## config.mk

```make
export PLATFORM = sky130hd
export DESIGN_NAME = integer_to_ascii_formatter
export DESIGN_NICKNAME = d
export VERILOG_FILES = /design/src/ifmt_pkg.sv /design/src/ifmt_dp.sv /design/src/ifmt_ctrl.sv /design/src/integer_to_ascii_formatter.sv
export SDC_FILE = /design/constraint.sdc
export NUM_CORES = 1
export LEC_CHECK = 0
export BUFFER_PORTS_ARGS = -buffer_cell sky130_fd_sc_hd__buf_4
export CELL_PAD_IN_SITES_DETAIL_PLACEMENT = 0
export CELL_PAD_IN_SITES_GLOBAL_PLACEMENT = 1
export CORE_UTILIZATION = 25
export CTS_CLUSTER_SIZE = 16
export DETAILED_ROUTE_END_ITERATION = 10
export PLACE_DENSITY = 0.55
export SYNTH_ARGS = -nofsm -noshare
export SYNTH_HDL_FRONTEND = slang
export SYNTH_SLANG_ARGS = --single-unit
```

## constraint.sdc

```tcl
create_clock -name clk -period 3.5 [get_ports clk]
set_clock_uncertainty 0.05 [all_clocks]
set_input_delay 0.175 -clock clk [delete_from_list [all_inputs] [get_ports clk]]
set_output_delay 0.175 -clock clk [all_outputs]
set_load 0.005 [all_outputs]
```

## src/ifmt_pkg.sv

```systemverilog
`default_nettype none

package ifmt_pkg;

	// Value and digit line sizes
	localparam int VALUE_WIDTH = 32;
	localparam int MAX_DIGITS  = 32;
	localparam int FIELD_MAX   = 64;
	localparam int LEN_W       = 7;

	// Digit counts of a full-width magnitude in each base
	localparam int DEC_DIGITS = (VALUE_WIDTH * 30103) / 100000 + 1;
	localparam int OCT_DIGITS = (VALUE_WIDTH + 2) / 3;
	localparam int HEX_DIGITS = (VALUE_WIDTH + 3) / 4;
	localparam int CNT_W      = $clog2(MAX_DIGITS + 1);
	localparam int BIT_W      = $clog2(VALUE_WIDTH);

	// Format flag bit positions
	localparam int FLAG_BIN   = 0;
	localparam int FLAG_OCT   = 1;
	localparam int FLAG_HEX   = 2;
	localparam int FLAG_UNS   = 3;
	localparam int FLAG_SPACE = 4;
	localparam int FLAG_PLUS  = 5;
	localparam int FLAG_ZERO  = 6;
	localparam int FLAG_LEFT  = 7;

	// ASCII codes
	localparam logic [7:0] CH_SPACE = 8'h20;
	localparam logic [7:0] CH_PLUS  = 8'h2B;
	localparam logic [7:0] CH_MINUS = 8'h2D;
	localparam logic [7:0] CH_ZERO  = 8'h30;
	localparam logic [7:0] CH_ALPHA = 8'h57; // 'a' minus ten

	typedef struct packed {
		logic signed [31:0] value;
		logic [7:0]         format_flags;
		logic [6:0]         pad_width;
		logic [6:0]         room;
	} ifmt_in_t;

	typedef struct packed {
		logic [7:0] out_char;
		logic       has_char;
		logic       last;
	} ifmt_out_t;

	typedef enum logic [2:0] {
		SEL_NONE,
		SEL_SPACE,
		SEL_SIGN,
		SEL_ZERO,
		SEL_DIGIT
	} char_sel_t;

	typedef enum logic [3:0] {
		ST_IDLE,
		ST_CONV,
		ST_NORM,
		ST_PAD,
		ST_LEAD,
		ST_SIGN,
		ST_ZERO,
		ST_DIGIT,
		ST_TRAIL,
		ST_EMPTY
	} ifmt_state_t;

	typedef struct packed {
		logic      load;
		logic      conv_step;
		logic      norm_step;
		logic      calc_pad;
		logic      emit;
		char_sel_t sel;
		logic      has_char;
		logic      last;
		logic      pad_dec;
		logic      dig_adv;
	} ifmt_cmd_t;

	typedef struct packed {
		logic in_dec;
		logic conv_done;
		logic top_zero;
		logic cnt_one;
		logic pad_zero;
		logic pad_one;
		logic rem_one;
		logic room_zero;
		logic has_sign;
		logic zero_pad;
		logic left;
		logic out_free;
	} ifmt_status_t;

	function automatic logic [7:0] glyph(input logic [3:0] d);
		logic [7:0] r;
		if (d < 4'd10) begin
			r = CH_ZERO + {4'h0, d};
		end else begin
			r = CH_ALPHA + {4'h0, d};
		end
		return r;
	endfunction

endpackage

`default_nettype wire

```

## src/ifmt_dp.sv

```systemverilog
`default_nettype none

module ifmt_dp import ifmt_pkg::*; (
	input  wire logic         clk,
	input  wire logic         arst_n,
	input  wire ifmt_in_t     in_word,
	input  wire ifmt_cmd_t    cmd,
	input  wire logic         out_ready,
	output ifmt_status_t      st,
	output logic              out_valid,
	output ifmt_out_t         out_word
);

	localparam int BASE = MAX_DIGITS - DEC_DIGITS;

	logic [VALUE_WIDTH-1:0] mag_q;
	logic [BIT_W-1:0]       bcnt_q;
	logic [3:0]             dl_q [MAX_DIGITS];
	logic [CNT_W-1:0]       cnt_q;
	logic [LEN_W-1:0]       wid_q;
	logic [LEN_W-1:0]       rem_q;
	logic [LEN_W-1:0]       pad_q;
	logic                   has_sign_q;
	logic                   zero_q;
	logic                   left_q;
	logic [7:0]             sign_ch_q;
	logic                   out_valid_q;
	ifmt_out_t              out_q;

	logic [VALUE_WIDTH-1:0]  raw;
	logic                    neg;
	logic [VALUE_WIDTH-1:0]  mag_n;
	logic [3*OCT_DIGITS-1:0] ext;
	logic [3:0]              dl_load [MAX_DIGITS];
	logic [3:0]              dl_next [MAX_DIGITS];
	logic [3:0]              adj [DEC_DIGITS];
	logic [CNT_W-1:0]        cnt_load;
	logic [7:0]              flags;
	logic [LEN_W:0]          used;
	logic [LEN_W:0]          wid_ext;
	logic [LEN_W-1:0]        pad_n;
	logic [7:0]              ch;

	assign flags = in_word.format_flags;
	assign raw   = in_word.value[VALUE_WIDTH-1:0];
	assign neg   = !flags[FLAG_UNS] && raw[VALUE_WIDTH-1];
	assign mag_n = neg ? (~raw + 1'b1) : raw;
	assign ext   = (3*OCT_DIGITS)'(mag_n);

	// Top-aligned digit line for the power-of-two bases
	always_comb begin
		for (int i = 0; i < MAX_DIGITS; i++) begin
			dl_load[i] = 4'h0;
		end
		cnt_load = CNT_W'(DEC_DIGITS);
		if (flags[FLAG_BIN]) begin
			for (int i = 0; i < VALUE_WIDTH; i++) begin
				dl_load[MAX_DIGITS-VALUE_WIDTH+i] = {3'b000, ext[i]};
			end
			cnt_load = CNT_W'(VALUE_WIDTH);
		end else if (flags[FLAG_OCT]) begin
			for (int i = 0; i < OCT_DIGITS; i++) begin
				dl_load[MAX_DIGITS-OCT_DIGITS+i] = {1'b0, ext[3*i +: 3]};
			end
			cnt_load = CNT_W'(OCT_DIGITS);
		end else if (flags[FLAG_HEX]) begin
			for (int i = 0; i < HEX_DIGITS; i++) begin
				dl_load[MAX_DIGITS-HEX_DIGITS+i] = ext[4*i +: 4];
			end
			cnt_load = CNT_W'(HEX_DIGITS);
		end
	end

	// Double dabble on the top decimal digits, plus the one-digit advance
	always_comb begin
		for (int j = 0; j < DEC_DIGITS; j++) begin
			adj[j] = (dl_q[BASE+j] >= 4'd5) ? (dl_q[BASE+j] + 4'd3) : dl_q[BASE+j];
		end
		for (int i = 0; i < MAX_DIGITS; i++) begin
			dl_next[i] = dl_q[i];
		end
		if (cmd.conv_step) begin
			dl_next[BASE] = {adj[0][2:0], mag_q[VALUE_WIDTH-1]};
			for (int j = 1; j < DEC_DIGITS; j++) begin
				dl_next[BASE+j] = {adj[j][2:0], adj[j-1][3]};
			end
		end else if (cmd.norm_step || cmd.dig_adv) begin
			dl_next[0] = 4'h0;
			for (int i = 1; i < MAX_DIGITS; i++) begin
				dl_next[i] = dl_q[i-1];
			end
		end
	end

	always_ff @(posedge clk) begin
		if (cmd.load) begin
			mag_q      <= mag_n;
			has_sign_q <= neg || flags[FLAG_SPACE] || flags[FLAG_PLUS];
			zero_q     <= flags[FLAG_ZERO];
			left_q     <= flags[FLAG_LEFT];
			sign_ch_q  <= neg ? CH_MINUS : (flags[FLAG_SPACE] ? CH_SPACE : CH_PLUS);
			wid_q      <= (in_word.pad_width > LEN_W'(FIELD_MAX)) ?
				LEN_W'(FIELD_MAX) : in_word.pad_width;
			for (int i = 0; i < MAX_DIGITS; i++) begin
				dl_q[i] <= dl_load[i];
			end
		end else begin
			if (cmd.conv_step) begin
				mag_q <= {mag_q[VALUE_WIDTH-2:0], 1'b0};
			end
			for (int i = 0; i < MAX_DIGITS; i++) begin
				dl_q[i] <= dl_next[i];
			end
		end
	end

	// Pad length once the digit count is final
	assign used    = (LEN_W+1)'(cnt_q) + (LEN_W+1)'(has_sign_q);
	assign wid_ext = (LEN_W+1)'(wid_q);
	assign pad_n   = (wid_ext > used) ? LEN_W'(wid_ext - used) : '0;

	always_ff @(posedge clk or negedge arst_n) begin
		if (!arst_n) begin
			bcnt_q <= '0;
			cnt_q  <= '0;
			rem_q  <= '0;
			pad_q  <= '0;
		end else begin
			if (cmd.load) begin
				bcnt_q <= '0;
				cnt_q  <= cnt_load;
				rem_q  <= (in_word.room > LEN_W'(FIELD_MAX)) ?
					LEN_W'(FIELD_MAX) : in_word.room;
			end else begin
				if (cmd.conv_step) begin
					bcnt_q <= bcnt_q + 1'b1;
				end
				if (cmd.norm_step || cmd.dig_adv) begin
					cnt_q <= cnt_q - 1'b1;
				end
				if (cmd.emit && cmd.has_char) begin
					rem_q <= rem_q - 1'b1;
				end
			end
			if (cmd.calc_pad) begin
				pad_q <= pad_n;
			end else if (cmd.pad_dec) begin
				pad_q <= pad_q - 1'b1;
			end
		end
	end

	always_comb begin
		case (cmd.sel)
			SEL_SPACE: ch = CH_SPACE;
			SEL_SIGN:  ch = sign_ch_q;
			SEL_ZERO:  ch = CH_ZERO;
			SEL_DIGIT: ch = glyph(dl_q[MAX_DIGITS-1]);
			default:   ch = 8'h00;
		endcase
	end

	// Output register: hold the word until taken
	always_ff @(posedge clk or negedge arst_n) begin
		if (!arst_n) begin
			out_valid_q <= 1'b0;
		end else if (cmd.emit) begin
			out_valid_q <= 1'b1;
		end else if (out_ready) begin
			out_valid_q <= 1'b0;
		end
	end

	always_ff @(posedge clk) begin
		if (cmd.emit) begin
			out_q.out_char <= ch;
			out_q.has_char <= cmd.has_char;
			out_q.last     <= cmd.last;
		end
	end

	assign out_valid = out_valid_q;
	assign out_word  = out_q;

	assign st.in_dec    = !(flags[FLAG_BIN] || flags[FLAG_OCT] || flags[FLAG_HEX]);
	assign st.conv_done = (bcnt_q == BIT_W'(VALUE_WIDTH-1));
	assign st.top_zero  = (dl_q[MAX_DIGITS-1] == 4'h0);
	assign st.cnt_one   = (cnt_q == CNT_W'(1));
	assign st.pad_zero  = (pad_q == '0);
	assign st.pad_one   = (pad_q == LEN_W'(1));
	assign st.rem_one   = (rem_q == LEN_W'(1));
	assign st.room_zero = (rem_q == '0);
	assign st.has_sign  = has_sign_q;
	assign st.zero_pad  = zero_q;
	assign st.left      = left_q;
	assign st.out_free  = !out_valid_q || out_ready;

endmodule

`default_nettype wire

```

## src/ifmt_ctrl.sv

```systemverilog
`default_nettype none

module ifmt_ctrl import ifmt_pkg::*; (
	input  wire logic         clk,
	input  wire logic         arst_n,
	input  wire logic         in_valid,
	input  wire ifmt_status_t st,
	output logic              in_ready,
	output ifmt_cmd_t         cmd
);

	ifmt_state_t state_q;
	ifmt_state_t state_n;

	logic lead_on;
	logic zpad_on;
	logic trail_on;

	assign lead_on  = !st.zero_pad && !st.left && !st.pad_zero;
	assign zpad_on  = st.zero_pad && !st.pad_zero;
	assign trail_on = st.left && !st.zero_pad && !st.pad_zero;

	always_ff @(posedge clk or negedge arst_n) begin
		if (!arst_n) begin
			state_q <= ST_IDLE;
		end else begin
			state_q <= state_n;
		end
	end

	always_comb begin
		state_n = state_q;
		unique case (state_q)
			ST_IDLE: begin
				if (in_valid) begin
					state_n = st.in_dec ? ST_CONV : ST_NORM;
				end
			end
			ST_CONV: begin
				if (st.conv_done) begin
					state_n = ST_NORM;
				end
			end
			ST_NORM: begin
				if (!(st.top_zero && !st.cnt_one)) begin
					state_n = ST_PAD;
				end
			end
			ST_PAD: begin
				priority if (st.room_zero) begin
					state_n = ST_EMPTY;
				end else if (lead_on) begin
					state_n = ST_LEAD;
				end else if (st.has_sign) begin
					state_n = ST_SIGN;
				end else if (zpad_on) begin
					state_n = ST_ZERO;
				end else begin
					state_n = ST_DIGIT;
				end
			end
			ST_LEAD: begin
				if (st.out_free) begin
					priority if (st.rem_one) begin
						state_n = ST_IDLE;
					end else if (st.pad_one) begin
						state_n = st.has_sign ? ST_SIGN : ST_DIGIT;
					end
				end
			end
			ST_SIGN: begin
				if (st.out_free) begin
					priority if (st.rem_one) begin
						state_n = ST_IDLE;
					end else if (zpad_on) begin
						state_n = ST_ZERO;
					end else begin
						state_n = ST_DIGIT;
					end
				end
			end
			ST_ZERO: begin
				if (st.out_free) begin
					priority if (st.rem_one) begin
						state_n = ST_IDLE;
					end else if (st.pad_one) begin
						state_n = ST_DIGIT;
					end
				end
			end
			ST_DIGIT: begin
				if (st.out_free) begin
					priority if (st.rem_one) begin
						state_n = ST_IDLE;
					end else if (st.cnt_one) begin
						state_n = trail_on ? ST_TRAIL : ST_IDLE;
					end
				end
			end
			ST_TRAIL: begin
				if (st.out_free && (st.rem_one || st.pad_one)) begin
					state_n = ST_IDLE;
				end
			end
			ST_EMPTY: begin
				if (st.out_free) begin
					state_n = ST_IDLE;
				end
			end
			default: state_n = ST_IDLE;
		endcase
	end

	always_comb begin
		in_ready = 1'b0;
		cmd      = '0;
		cmd.sel  = SEL_NONE;
		unique case (state_q)
			ST_IDLE: begin
				in_ready = 1'b1;
				cmd.load = in_valid;
			end
			ST_CONV: begin
				cmd.conv_step = 1'b1;
			end
			ST_NORM: begin
				if (st.top_zero && !st.cnt_one) begin
					cmd.norm_step = 1'b1;
				end else begin
					cmd.calc_pad = 1'b1;
				end
			end
			ST_PAD: begin
			end
			ST_LEAD: begin
				if (st.out_free) begin
					cmd.emit     = 1'b1;
					cmd.sel      = SEL_SPACE;
					cmd.has_char = 1'b1;
					cmd.last     = st.rem_one;
					cmd.pad_dec  = 1'b1;
				end
			end
			ST_SIGN: begin
				if (st.out_free) begin
					cmd.emit     = 1'b1;
					cmd.sel      = SEL_SIGN;
					cmd.has_char = 1'b1;
					cmd.last     = st.rem_one;
				end
			end
			ST_ZERO: begin
				if (st.out_free) begin
					cmd.emit     = 1'b1;
					cmd.sel      = SEL_ZERO;
					cmd.has_char = 1'b1;
					cmd.last     = st.rem_one;
					cmd.pad_dec  = 1'b1;
				end
			end
			ST_DIGIT: begin
				if (st.out_free) begin
					cmd.emit     = 1'b1;
					cmd.sel      = SEL_DIGIT;
					cmd.has_char = 1'b1;
					cmd.last     = st.rem_one || (st.cnt_one && !trail_on);
					cmd.dig_adv  = 1'b1;
				end
			end
			ST_TRAIL: begin
				if (st.out_free) begin
					cmd.emit     = 1'b1;
					cmd.sel      = SEL_SPACE;
					cmd.has_char = 1'b1;
					cmd.last     = st.rem_one || st.pad_one;
					cmd.pad_dec  = 1'b1;
				end
			end
			ST_EMPTY: begin
				if (st.out_free) begin
					cmd.emit = 1'b1;
					cmd.sel  = SEL_NONE;
					cmd.last = 1'b1;
				end
			end
			default: begin
			end
		endcase
	end

endmodule

`default_nettype wire

```

## src/integer_to_ascii_formatter.sv

```systemverilog
`default_nettype none

// Printf-style integer formatter. Each input word carries a 32-bit value,
// format flags, a minimum field width and the room left at the destination;
// the block answers with one output word per ASCII character: leading
// spaces, sign, zero padding, digits (most significant first, lowercase hex),
// trailing spaces, with last set on the final one. Room zero yields a single
// word with has_char clear and last set. Width and room saturate at 64.
// Timing: an item is accepted, then converted for decimal only (one bit per
// cycle through a double-dabble BCD shifter); then leading zero digits are
// skipped one per cycle (the digit line shifts one digit a cycle until its top
// digit is nonzero or only one digit is left), the pad is sized, the first
// field is picked, and characters are emitted one per cycle, stretched by any
// output stall. The output register lets the next item be accepted while the
// last character of the previous one still waits to be taken.

module integer_to_ascii_formatter import ifmt_pkg::*; (
	input  wire logic      clk,
	input  wire logic      arst_n,
	input  wire logic      in_valid,
	output logic           in_ready,
	input  wire ifmt_in_t  in_word,
	output logic           out_valid,
	input  wire logic      out_ready,
	output ifmt_out_t      out_word
);

	ifmt_cmd_t    cmd;
	ifmt_status_t st;

	// Sequencer: decides conversion, normalize and emission steps
	ifmt_ctrl u_ctrl (
		.clk      (clk),
		.arst_n   (arst_n),
		.in_valid (in_valid),
		.st       (st),
		.in_ready (in_ready),
		.cmd      (cmd)
	);

	// Digit line, counters and output register
	ifmt_dp u_dp (
		.clk       (clk),
		.arst_n    (arst_n),
		.in_word   (in_word),
		.cmd       (cmd),
		.out_ready (out_ready),
		.st        (st),
		.out_valid (out_valid),
		.out_word  (out_word)
	);

endmodule

`default_nettype wire
```

-- Word-level counts from Yosys, hierarchy flattened
Memories as Yosys holds them, arrays and structs flattened.
Index checks and enable logic that the tools add are counted.
- input port bits: 58
- register bits after elaboration: 90
- bits in writable memories: 128
- memories kept: 1
- output and inout bits: 12
- word-level logic and storage cells: 262
- magnitude comparators: 14
- add/sub/neg operators: 19
- bitwise operators: 33
- muxes and demuxes: 116
- equality and inequality tests: 29
- reductions and logical operators: 35
- memories (memory ; depth ; bits a word ; rd ports ; clocked after Yosys merged registers in ; write ports ; RTL line ; RTL):
    u_dp.dl_q ; 32 ; 4 ; 32 ; 0 ; 32 ; ifmt_dp.sv:18 ; logic [3:0] dl_q [MAX_DIGITS];
- operators by type and width (operator ; number):
    4-bit 2-to-1 mux ; 63
    32-bit 2-to-1 mux ; 5
    128-bit 2-to-1 mux ; 1
    88-bit 2-to-1 mux ; 1
    81-bit 2-to-1 mux ; 1
    7-bit 2-to-1 mux ; 9
    43-bit 2-to-1 mux ; 1
    4-bit by 3-bit >= comparator with 1-bit output (second input constant) ; 10
    40-bit 2-to-1 mux ; 1
    4-bit one-hot mux with 10 select lines ; 1
    4-bit by 2-bit adder with 4-bit output (second input constant) ; 9
    6-bit 2-to-1 mux ; 6
    32-bit by 1-bit adder with 32-bit output (second input constant) ; 1
    32-bit NOT ; 1
    1-bit OR ; 32
    8-bit one-hot mux with 4 select lines ; 1
    4-bit one-hot mux with 6 select lines ; 1
    4-bit by 3-bit == test with 1-bit output (second input constant) ; 4
    7-bit by 1-bit == test with 1-bit output (second input constant) ; 2
    7-bit > comparator (second input constant) ; 2
    7-bit zero test ; 2
    7-bit by 1-bit subtractor with 7-bit output (second input constant) ; 2
    1-bit 2-to-1 mux ; 13
    2-bit by 1-bit != test with 1-bit output (second input constant) ; 6
    33 further kinds ; 71

-- Longest topological paths before layout
- word-level depth: 11
- depth in mapped cells: 11
- depth with buffers taken out: 11

-- Hierarchy
From an unflattened synthesis, not the netlist that was laid out.
- cell total of the unflattened synthesis: 972
- area total of the unflattened synthesis: 9576.7 sq um
- modules (own cells, without submodules) (module ; instances ; seq. area each (sq um) ; cells an instance ; area each (sq um)):
    ifmt_dp ; 1 ; 4174.0 ; 891 ; 8884.8
    ifmt_ctrl ; 1 ; 100.1 ; 81 ; 691.9

-- Worst setup path after synthesis
No wires, ideal clock.
- path type: flip-flop to flip-flop
- start point: memory u_dp.dl_q[31][1], in the netlist u_dp.dl_q[15][5]
- end point: memory u_dp.dl_q[22][3], in the netlist u_dp.dl_q[11][3]
- stages on the path, launching flop included: 9
- library setup time: 117 ps
- arrival: 2874 ps
- period minus slack after synthesis: 3041 ps
- required time: 3333 ps
- path buffers: 0
- path slack: 459 ps
- path through: edfxtp_1 inv_1 ha_1 or3b_2 a31o_2 o21a_1 nand2_1 o31ai_1 a32o_1
- RTL lines (element ; RTL line):
    from (decl) ; ifmt_dp.sv:18

-- Worst setup path in the final report
- start point: register u_dp.has_sign_q
- end point: register u_dp.pad_q[1]
- word-level cells in the longest chain between the ends: 4
- elaborated cells on any way between the ends: 5
- classes of those cells: add/sub: 2; order compare: 1; mux: 2
- RTL lines (element ; RTL line ; RTL):
    from (decl) ; ifmt_dp.sv:23 ; logic has_sign_q;
    from (signal assigned) ; ifmt_dp.sv:98 ; has_sign_q <= neg || flags[FLAG_SPACE] || flags[FLAG_PLUS];
    6-bit by 1-bit adder with 7-bit output (*) ; ifmt_dp.sv:118 ; assign used = (LEN_W+1)'(cnt_q) + (LEN_W+1)'(has_sign_q);
    7-bit subtractor or 7-bit by 8-bit > comparator with 1-bit output (tied branches) ; ifmt_dp.sv:120 ; assign pad_n = (wid_ext > used) ? LEN_W'(wid_ext - used) : '0;
    7-bit 2-to-1 mux (*) ; ifmt_dp.sv:120 ;
    7-bit 2-to-1 mux (*) ; ifmt_dp.sv:145 ; if (cmd.calc_pad) begin
    to (signal assigned) ; ifmt_dp.sv:146 ; pad_q <= pad_n;
    to (signal assigned) ; ifmt_dp.sv:148 ; pad_q <= pad_q - 1'b1;
    to (decl) ; ifmt_dp.sv:22 ; logic [LEN_W-1:0] pad_q;
Every way passes the cells marked *; elsewhere a longest branch is shown, timed or not.
A chain may end at the register's enable or synchronous reset.

==> impl_results.md <==
- Net count reported at finish: 1150
- CP arrival: 3160 ps
- Flops & latches, synth: 148
- PnR worst setup slack: 596 ps
- Core Area: 36500 µm²
- Initial antenna violation count: 0
- Logic pwr share: 42.8%
- Reg power frac: 37.1%
- Detailed-route DRC error count: 0
- Final ANT Viol Nets: 0
- Largest net degree at the start of global routing: 69
- Post-Synthesis Cells: 965
- Clock Tree Root: clkbuf_16
- WL/cell: 17.6 µm
- CTS Buffer Depth: 2
- Pre-antenna DRT Iters: 5
- Global routing usage on met2: 22.9%
- Pre-CTS setup slack: 536 ps
- Setup TNS: 0 ps
- Rows: 70
- Relative slew margins: 38.8%
- Avg Inst Size Synth: 9.58 µm²
- Antenna Cells: 0
- CP endpoint kind: register
- Final setup fails: 0
- Slowest cell on the critical path: o21ai_0
- Hold WC Path Type: in -> reg
- P per Cell Area: 837 nW/µm²
- Most instantiated library cell after synthesis: edfxtp_1
- Layout Area Growth over Synthesis: 21.1%
- CP Launch Type: register
- Ys Warns: 0
- Max cap viols: 0
- Internal cell power: 5.59 mW
- RSZ-0062 raised after global routing: no
- Die width: 194 µm
- Drt via density: 4.93
- Post-synth top area share: 37.7%
- Pins over their slew limit: 0
- # port buffers: 68
- Actual slew at the worst max-slew pin: 917 ps
- CP Class: reg -> reg
- Crit path buf inv count: 1
- CP Cell Sequence: ha_1, ha_1, inv_1, fa_1, a211oi_1, o21ai_0, o211a_1, o21ai_0, nor2_1, a2bb2oi_1
- Global routing's busiest layer: met2
- Post-synth ARST share: 20.3%
- Biggest cell delay along the critical path: 480 ps
- Via count: 7563
- Post-Syn Nets: 1063
- Die area: 37700 µm²
- Peak VDD IR: 0.332 mV
- Switching pwr: 3.78 mW
- Htree depth: 4
- DP Area: 10500 µm²
- Post-synth EDFFs: 116
- Fraction of layout cells with a size suffix above 1: 14.6%
- Setup repair bufs after CTS: 0
- Seq/Total Area, Yosys: 46.3%
- First-pass GRT wire length: 42700 µm
- Met3 Track Usage GR: 2.45%
- Clock sinks: 148
- Post-Route WL: 27000 µm
- F_max: 0.344 GHz
- Dpl hpwl: 19600 µm
- Synth top area cells: edfxtp_1, dfrtp_1, ha_1
- Die height: 194 µm
- Number of I/O pins: 70
- Final min period: 2900 ps
- Vias in the first global route: 7470
- DRT iter0 DRCs: 474
- Delay-heaviest family, CP: compound AO/OA/AOI/OAI gates
- Unique masters post-synth: 73
- Worst endpoint required time: 3760 ps
- Final worst path period share: 83.0%
- Post-Layout Inst Area: 11200 µm²
- Final Hold Viols: 0
- Starting Density: 25.3%
- Skew-Pair Late Insertion Delay: 440 ps
- Total global routing track utilization: 14.6%
- Register clock-pin slew on the reported worst setup and hold paths: 70 ps
- Max FO, Critical Path: 6
- Syn Std Cell Area: 9240 µm²
- Yosys top cell by area: edfxtp_1
- Status: complete, no violations
- Grt total ovfl: 0
- CTS tree: yes
- Clk pwr share: 20.0%
- Met1 Use GR: 20.8%
- CTS Buf Count: 17
- Switching Fraction: 40.4%
- Pleak: 4.22 nW
- Top_reg_cell synth: edfxtp_1
- RD Place Congestion: 0.785
- Post-synth top cells: edfxtp_1, nand2_1, o21ai_0
==> sequential cells by signal, indices dropped and copies added, names as in the netlist <==
register / flops
u_dp.rem_q: 7
u_dp.dl_q: 64
u_dp.wid_q: 7
u_dp.out_valid: 1
u_dp.has_sign_q: 1
u_ctrl.state_q: 4
u_dp.mag_q: 32
u_dp.pad_q: 7
u_dp.left_q: 1
u_dp.bcnt_q: 5
u_dp.sign_ch_q: 3
u_dp.zero_q: 1
u_dp.out_word: 9
u_dp.cnt_q: 6
==> logic make-up after synthesis <==
| kind of cell | synth area share [%] |
|---|---|
| muxes | 0.447 |
| other | 0.0406 |
| xor gates and xnor gates | 6.53 |
| adders and majority gates | 5.50 |
| AOI/OAI and AO/OA | 19.5 |
| and+or+nand+nor | 17.7 |
| buffers and inverters | 3.99 |
| DFF | 46.3 |
==> per-stage QoR <==
step	total power, mW	instances	hold slack [ps]	util (%)
5_1_grt	10.1	1533	7.49	30.6
2_1_floorplan	6.20	965	-171	-
4_1_cts	9.46	1533	6.24	30.6
6_report	9.37	1533	12.7	30.6
3_5_place_dp	7.53	1488	104	28.7
3_3_place_gp	7.53	1488	100	28.7
==> cells in the final DEF, fill, tap and decap left out, drive strengths merged, types with 36 or more instances in the layout <==
master  Yosys  final
edfxtp    116    116
buf        11    110
nand2     105    105
o21ai      91     91
nor2       68     68
inv        42     54
a21oi      52     52
ha         39     39
xnor2      36     36
==> power groups by stage <==
stage	registers (mW)	logic (mW)	clock network, mW
final	3.48	4.01	1.88
after global routing	3.59	4.56	1.97
after floorplan	3.32	2.88	0
after CTS	3.49	4.05	1.92
after detailed placement	3.52	4.02	0
after global placement	3.51	4.02	0
==> final timing paths <==
check | endpoint | slack [ps] | startpoint | cells past startpoint
hold reg to reg | u_dp.dl_q[10][0] | 480 | u_dp.dl_q[9][4] | 2
setup reg to reg | u_dp.pad_q[1] | 600 | u_dp.has_sign_q | 10
setup / recovery | u_dp.pad_q[1] | 600 | u_dp.has_sign_q | 10
min in group asynchronous | u_dp.pad_q[4] | 190 | arst_n | 2
hold / removal | u_dp.wid_q[4] | 10 | in_word[11] | 2
max in group asynchronous | u_dp.rem_q[5] | 2880 | arst_n | 2
==> layout make-up <==
| class | count | area (µm²) |
|---|---|---|
| Sequential cell | 148 | 4270 |
| Fill cell | 3825 | 25300 |
| Clock buffer | 17 | 425 |
| Clock inverter | 15 | 159 |
| Inverter | 42 | 158 |
| Tap cell | 468 | 586 |
| Timing Repair Buffer | 123 | 981 |
| Multi-Input combinational cell | 720 | 4610 |
==> layer usage <==
metal  up-vias  wire (µm)
li1       3752          -
met1      3605      13300
met2       182      12200
met3        24       1170
met4         0        346
met5         -          0
==> what timing repair did <==
item | 4_1_cts | 5_1_grt
hold buffers | 13 | 0
hold endpoints to repair | 43 | 0
resized for setup | 0 | 0
(Power assumes the default switching activity.)
